===== src/rtl/core/hpie_pkg.sv =====
// ----------------------------------------------------------------------------
// hpie_pkg
// Shared types, constants and helpers for the HPACK prefixed-integer encoder.
// ----------------------------------------------------------------------------
package hpie_pkg;

    // Width of the value actually encoded (low bits of int_value), 8 to 64
    localparam int VALUE_WIDTH = 64;

    localparam int          GROUP_BITS = 7;
    localparam logic [7:0]  CONT_FLAG  = 8'd128;
    localparam logic [6:0]  GROUP_MASK = 7'd127;

    // Input item
    typedef struct packed {
        logic [63:0] int_value;
        logic [7:0]  instruction_bits;
        logic [3:0]  prefix_bits;
    } in_item_t;

    // Result item
    typedef struct packed {
        logic [7:0] out_byte;
        logic       last_byte;
    } out_item_t;

    // Controller -> datapath
    typedef struct packed {
        logic load_first;
        logic load_group;
    } dp_cmd_t;

    // Datapath -> controller
    typedef struct packed {
        logic out_free;
        logic fits_prefix;
        logic more_groups;
    } dp_status_t;

    typedef enum logic {
        ST_IDLE,
        ST_EMIT
    } enc_state_t;

    // Prefix mask 2^n - 1, with n clamped to 1..8
    function automatic logic [7:0] prefix_mask(input logic [3:0] n);
        logic [7:0] m;
        begin
            m = 8'hFF;
            priority if (n == 4'd0)
            begin
                m = 8'h01;
            end
            else if (n >= 4'd8)
            begin
                m = 8'hFF;
            end
            else
            begin
                m = 8'((9'd1 << n) - 9'd1);
            end
            return m;
        end
    endfunction

endpackage


===== src/rtl/core/hpie_ctrl.sv =====
// ----------------------------------------------------------------------------
// hpie_ctrl
// Sequencer: takes an item, then steps the datapath through the 7-bit groups.
// ----------------------------------------------------------------------------
module hpie_ctrl (
    input  logic                clk,
    input  logic                rst_n,
    input  logic                int_valid,
    output logic                int_stall,
    input  hpie_pkg::dp_status_t status,
    output hpie_pkg::dp_cmd_t    cmd
);
    import hpie_pkg::*;

    enc_state_t state_reg;
    enc_state_t state_next;

    // State register
    always_ff @(posedge clk or negedge rst_n)
    begin
        if (!rst_n)
        begin
            state_reg <= ST_IDLE;
        end
        else
        begin
            state_reg <= state_next;
        end
    end

    // Next state and commands
    always_comb
    begin
        state_next     = state_reg;
        cmd.load_first = 1'b0;
        cmd.load_group = 1'b0;
        int_stall      = 1'b1;
        unique case (state_reg)
            ST_IDLE:
            begin
                int_stall = !status.out_free;
                if (int_valid && status.out_free)
                begin
                    cmd.load_first = 1'b1;
                    if (!status.fits_prefix)
                    begin
                        state_next = ST_EMIT;
                    end
                end
            end
            ST_EMIT:
            begin
                if (status.out_free)
                begin
                    cmd.load_group = 1'b1;
                    if (!status.more_groups)
                    begin
                        state_next = ST_IDLE;
                    end
                end
            end
            default:
            begin
                state_next = ST_IDLE;
            end
        endcase
    end

endmodule


===== src/rtl/core/hpie_dp.sv =====
// ----------------------------------------------------------------------------
// hpie_dp
// Datapath: first-byte build, remainder register and output byte register.
// ----------------------------------------------------------------------------
module hpie_dp (
    input  logic                 clk,
    input  logic                 rst_n,
    input  hpie_pkg::in_item_t   int_item,
    output logic                 byte_valid,
    input  logic                 byte_stall,
    output hpie_pkg::out_item_t  byte_item,
    input  hpie_pkg::dp_cmd_t    cmd,
    output hpie_pkg::dp_status_t status
);
    import hpie_pkg::*;

    logic [VALUE_WIDTH-1:0] rem_reg;
    logic [VALUE_WIDTH-1:0] rem_next;
    logic                   out_valid_reg;
    logic                   out_valid_next;
    out_item_t              out_reg;
    out_item_t              out_next;

    logic [VALUE_WIDTH-1:0] value_w;
    logic [7:0]             pmask;
    logic [7:0]             first;
    logic                   fits;
    logic                   more;

    // First byte and prefix test
    always_comb
    begin
        value_w = int_item.int_value[VALUE_WIDTH-1:0];
        pmask   = prefix_mask(int_item.prefix_bits);
        first   = int_item.instruction_bits & ~pmask;
        fits    = value_w < VALUE_WIDTH'(pmask);
        more    = |rem_reg[VALUE_WIDTH-1:GROUP_BITS];
    end

    // Next remainder and output byte
    always_comb
    begin
        rem_next = rem_reg;
        out_next = out_reg;
        priority if (cmd.load_first)
        begin
            if (fits)
            begin
                out_next.out_byte  = first | value_w[7:0];
                out_next.last_byte = 1'b1;
            end
            else
            begin
                out_next.out_byte  = first | pmask;
                out_next.last_byte = 1'b0;
                rem_next           = value_w - VALUE_WIDTH'(pmask);
            end
        end
        else if (cmd.load_group)
        begin
            if (more)
            begin
                out_next.out_byte  = CONT_FLAG | {1'b0, rem_reg[6:0] & GROUP_MASK};
                out_next.last_byte = 1'b0;
                rem_next           = rem_reg >> GROUP_BITS;
            end
            else
            begin
                out_next.out_byte  = {1'b0, rem_reg[6:0]};
                out_next.last_byte = 1'b1;
            end
        end
        else
        begin
            rem_next = rem_reg;
        end
    end

    // Output register occupancy
    always_comb
    begin
        if (cmd.load_first || cmd.load_group)
        begin
            out_valid_next = 1'b1;
        end
        else if (!byte_stall)
        begin
            out_valid_next = 1'b0;
        end
        else
        begin
            out_valid_next = out_valid_reg;
        end
    end

    always_ff @(posedge clk or negedge rst_n)
    begin
        if (!rst_n)
        begin
            out_valid_reg <= 1'b0;
        end
        else
        begin
            out_valid_reg <= out_valid_next;
        end
    end

    // Payload registers
    always_ff @(posedge clk or negedge rst_n)
    begin
        if (!rst_n)
        begin
            rem_reg <= '0;
            out_reg <= '0;
        end
        else
        begin
            rem_reg <= rem_next;
            out_reg <= out_next;
        end
    end

    assign byte_valid         = out_valid_reg;
    assign byte_item          = out_reg;
    assign status.out_free    = !out_valid_reg || !byte_stall;
    assign status.fits_prefix = fits;
    assign status.more_groups = more;

endmodule


===== src/rtl/core/hpack_prefix_integer_encoder_core.sv =====
// ----------------------------------------------------------------------------
// hpack_prefix_integer_encoder_core
// HPACK n-bit prefix integer encoder: one integer in, 1 to 11 bytes out.
// ----------------------------------------------------------------------------
//  channel  dir  handshake             payload
//  int      in   int_valid/int_stall   in_item_t  (value, instruction, prefix)
//  byte     out  byte_valid/byte_stall out_item_t (out_byte, last_byte)
//
//  An item emits one byte when the value fits the prefix, otherwise
//  1 + the count of 7-bit groups in value minus mask
//  (at least one group, so 2 to 11 bytes).
//  The single output register paces all: one byte per cycle, unless stalled.
//  A new item is taken in the cycle its predecessor's last byte is handed on.
//  rst_n clears the sequencer and the output valid; no item is lost on stall.
// ----------------------------------------------------------------------------
module hpack_prefix_integer_encoder_core (
    input  logic                clk,
    input  logic                rst_n,
    input  logic                int_valid,
    output logic                int_stall,
    input  hpie_pkg::in_item_t  int_item,
    output logic                byte_valid,
    input  logic                byte_stall,
    output hpie_pkg::out_item_t byte_item
);
    import hpie_pkg::*;

    dp_cmd_t    cmd;
    dp_status_t status;

    hpie_ctrl u_ctrl (
        .clk       (clk),
        .rst_n     (rst_n),
        .int_valid (int_valid),
        .int_stall (int_stall),
        .status    (status),
        .cmd       (cmd)
    );

    hpie_dp u_dp (
        .clk        (clk),
        .rst_n      (rst_n),
        .int_item   (int_item),
        .byte_valid (byte_valid),
        .byte_stall (byte_stall),
        .byte_item  (byte_item),
        .cmd        (cmd),
        .status     (status)
    );

    // An accepted item always shows a byte next cycle
    a_accept_shows_byte: assert property (@(posedge clk) disable iff (!rst_n)
        int_valid && !int_stall |=> byte_valid)
        else $error("accepted item produced no byte");

    // No new item while a non-final byte is pending
    a_no_take_mid_item: assert property (@(posedge clk) disable iff (!rst_n)
        byte_valid && !byte_item.last_byte |-> int_stall)
        else $error("item accepted in the middle of an encoding");

    // Only one datapath load per cycle
    a_single_load: assert property (@(posedge clk) disable iff (!rst_n)
        $onehot0({cmd.load_first, cmd.load_group}))
        else $error("conflicting datapath loads");

endmodule

===== config.mk =====
export PLATFORM = sky130hd
export DESIGN_NAME = hpack_prefix_integer_encoder_core
export DESIGN_NICKNAME = d
export VERILOG_FILES = /design/src/rtl/core/hpie_pkg.sv /design/src/rtl/core/hpie_ctrl.sv /design/src/rtl/core/hpie_dp.sv /design/src/rtl/core/hpack_prefix_integer_encoder_core.sv
export SDC_FILE = /design/constraint.sdc
export NUM_CORES = 1
export LEC_CHECK = 0
export BUFFER_PORTS_ARGS = -buffer_cell sky130_fd_sc_hd__buf_2
export CORE_MARGIN = 4
export CORE_UTILIZATION = 50
export DETAILED_ROUTE_END_ITERATION = 7
export PLACE_DENSITY = 0.83
export SYNTH_ARGS = -nofsm -noshare
export SYNTH_HDL_FRONTEND = slang
export SYNTH_SLANG_ARGS = --single-unit

===== constraint.sdc =====
create_clock -name clk -period 2.7 [get_ports clk]
set_input_delay 0.135 -clock clk [delete_from_list [all_inputs] [get_ports clk]]
set_output_delay 0.135 -clock clk [all_outputs]
set_load 0.1 [all_outputs]

==> summary.md <==
| Metric | Value |
|---|---|
| Status | finished clean |
| #FFs+latches synth | 75 |
| I/O Pins | 91 |
| Worst slew margin | 45.7% |
| # DRC | 0 |
| Longest Clk Path Bufs | 2 |
| Clock sink count | 75 |
| Library cells used by synthesis | 57 |
| Final setup vio count | 0 |
| Crit path buffers/inverters | 2 |
| Cell Pwr Density | 590 nW/µm² |
| Cell Area, Synth | 5260 µm² |
| Core ar. | 10,300 µm² |
| Critical path peak fanout | 5 |
| P_leak | 2.81 nW |
| Starting Density | 51.2% |
| Final slew viol count | 0 |
| Post-synth EDFFs | 0 |
| CP Depth | 15 |
| Number of DRC markers in iteration 0 | 707 |
| Final Core Density | 66.5% |
| Most instantiated library cell after synthesis | nand2_1 |
| Wire per inst | 18.2 µm |
| Worst Hold Class | input pin to register |
| Mapped Cells | 635 |
| Post-route clock skew | 0.0101 ns |
| Non-filler cells in the finished layout | 918 |
| CTS tree | built |
| Total GRT Usage | 26.1% |
| CTS buffer count | 9 |
| IR Drop Worst-Case VDD | 0.497 mV |
| Row cnt | 37 |
| R2R cell count | 9 |
| First-pass GRT wire length | 26,500 µm |
| Commonest cells in the netlist | nand2_1, dfrtp_1, nor2_1 |
| Overall power | 4.03 mW |
| Initial antenna violation count | 0 |
| Area occupied by multi-input gates | 3400 µm² |
| Die X-Extent | 111 µm |
| Crit path max-delay family | simple AND/OR/NAND/NOR gates |
| Grt ovf | 0 |
| CP Capture Type | register |
| Die area | 12,200 µm² |
| DR vias | 5,730 |
| Die H | 111 µm |
| Fin nets | 867 |
| Synth Flop Type | dfrtp_1 |
| Final WL | 16,700 µm |
| Layout cells sized above 1 | 29.7% |
| Max H-tree Level | 3 |
| Max Freq | 0.378 GHz |
| Sequential cell area fraction in the yosys report | 35.7% |
| Post-DR vias/cell | 6.24 |
| # diodes | 0 |
| WHS Path Cells | 2 |
| Seq. cell area | 1880 µm² |
| Dpl hpwl | 12,300 µm |
| Routability cong. | 0.910 |
| Count of input and output buffers | 89 |
| Final hold vios | 0 |
| Placed Cells | 892 |
| Synth area leader | dfrtp_1 |
| Worst path slowest cell | ha_1 |
| CP Cell Sequence | buf_2 -> or2_4 -> nand2b_4 -> ha_4 -> nor3_2 -> a311oi_2 -> ha_1 -> o21a_1 -> o21ai_2 -> buf_4 -> a31o_2 -> nand2_1 -> nor4_2 -> xnor2_1 -> o211ai_1 |
| Worst hold margin | 0.0193 ns |
| Measured slew at the worst slew-check pin | 0.814 ns |
| Number of global-route vias before repair | 5,346 |
| Final critical-path share of the clock period | 97.9% |
| Clk Latency, worst-skew pair | 0.35 ns |
| Arr. time, crit path | 2.88 ns |
| Area growth, synth to finish | 29.8% |
| Max Cap Violations | 0 |
| Root Buffer | clkbuf_8 |
| Yosys Warn Count | 0 |
| Drt first pass iters | 5 |
| Crit Path Class | input pin to register |
| Synth area leaders | dfrtp_1, xnor2_1, nand2_1 |
| Synthesized Nets | 725 |
| Top cell type's share of synthesized area | 35.7% |
| Setup crit start kind | input pin |
| Max stage delay on crit path | 0.39 ns |
| Post-layout minimum cycle time | 2.64 ns |
| Filler cell count | 802 |
| Pin count of the biggest net entering global routing | 52 |
| Number of flip-flops in the largest register | 64 |
| Asr flop ratio synth | 100% |
| Post-DRT Antenna Nets | 0 |
| Avg Cell Area, Syn | 8.29 µm² |
| Req. time, crit path | 2.93 ns |
| Clock transition at path regs | 0.08 ns |
layout make-up:
cell class | instances | share of cell area [%]
Clock inverter | 5 | 1.14
Sequential cell | 75 | 27.5
Clock buffer | 11 | 1.92
Inverter | 14 | 0.769
Tap cell | 136 | 2.49
Timing Repair Buffer | 164 | 16.4
Multi-Input combinational cell | 513 | 49.8
metal layers:
layer | GRT usage, % | wire length (µm) | share of wire, % | vias to the layer above
li1 | - | - | - | 2593
met1 | 34.3 | 6720 | 40 | 2730
met2 | 44.3 | 8270 | 49 | 351
met3 | 3.95 | 1240 | 7.4 | 56
met4 | 7.96 | 484 | 2.9 | 0
met5 | 0 | 0 | 0 | -
logic make-up after synthesis:
kind of cell | synth area share [%]
simple gates | 26.6
compound gates | 17.2
flops | 35.7
xor+xnor | 9.32
buf+inv | 4.61
mux | 3.99
fa+ha+maj | 2.52
other cells | 0.0713
timing repair:
action | 4_1_cts | 5_1_grt
hold endpoints to repair | 34 | 0
endpoints found under the setup margin | 11 | 73
resized for setup | 3 | 22
cloned | 0 | 0
hold buffers | 1 | 0
buffers inserted | 2 | 7
pin swaps | 0 | 15
path summary, 6_finish.rpt:
check,startpoint,to,slack (ns)
min,int_valid,u_dp.byte_valid$_DFFE_PN0P_,0.02
max,int_item[1],u_dp.rem_reg[53]$_DFFE_PN0P_,0.06
max in group asynchronous,rst_n,u_dp.rem_reg[30]$_DFFE_PN0P_,1.56
min reg2reg,u_dp.rem_reg[10]$_DFFE_PN0P_,u_dp.rem_reg[10]$_DFFE_PN0P_,0.51
max reg2reg,u_dp.rem_reg[18]$_DFFE_PN0P_,u_dp.rem_reg[50]$_DFFE_PN0P_,0.16
min in group asynchronous,rst_n,u_ctrl.state_reg$_DFF_PN0_,0.43
cell usage in the layout (no fill, tap or decap), types with 5 or more instances in the layout:
master and n:
nand2b_1 7, dfrtp_1 75, mux2i_1 21, xnor2_1 43, a21oi_2 5, a21oi_1 39, buf_4 64, nand4_1 7
or3_1 7, ha_1 7, nor4_1 25, clkbuf_8 9, nor4_2 5, o21ai_0 12, nand2_1 77, xor2_1 12
nand3b_1 5, buf_2 89, and3_1 8, nor2_1 52, buf_12 8, o31ai_1 9, o211ai_1 13, nand3_1 32
o21ai_1 31, a221oi_1 7, inv_1 14, nor3_1 16
where the power goes:
part | total [mW] | switching [mW] | leakage (nW) | internal, mW
registers | 1.62 | 0.230 | 0.976 | 1.39
clock network | 0.945 | 0.426 | 0.103 | 0.518
logic | 1.47 | 0.933 | 1.73 | 0.534
per-stage QoR:
stage	setup WS [ns]	instance area, µm²	setup TNS, ns
CTS	0.00761	6680	0
global placement	-0.271	6430	-10.90
finish	0.0577	6830	0
detailed placement	-0.504	6430	-20.37
floorplan	-0.124	5470	-2.40
global route	-0.0359	6830	-0.183
No activity file was read; power rests on OpenSTA's default activity.
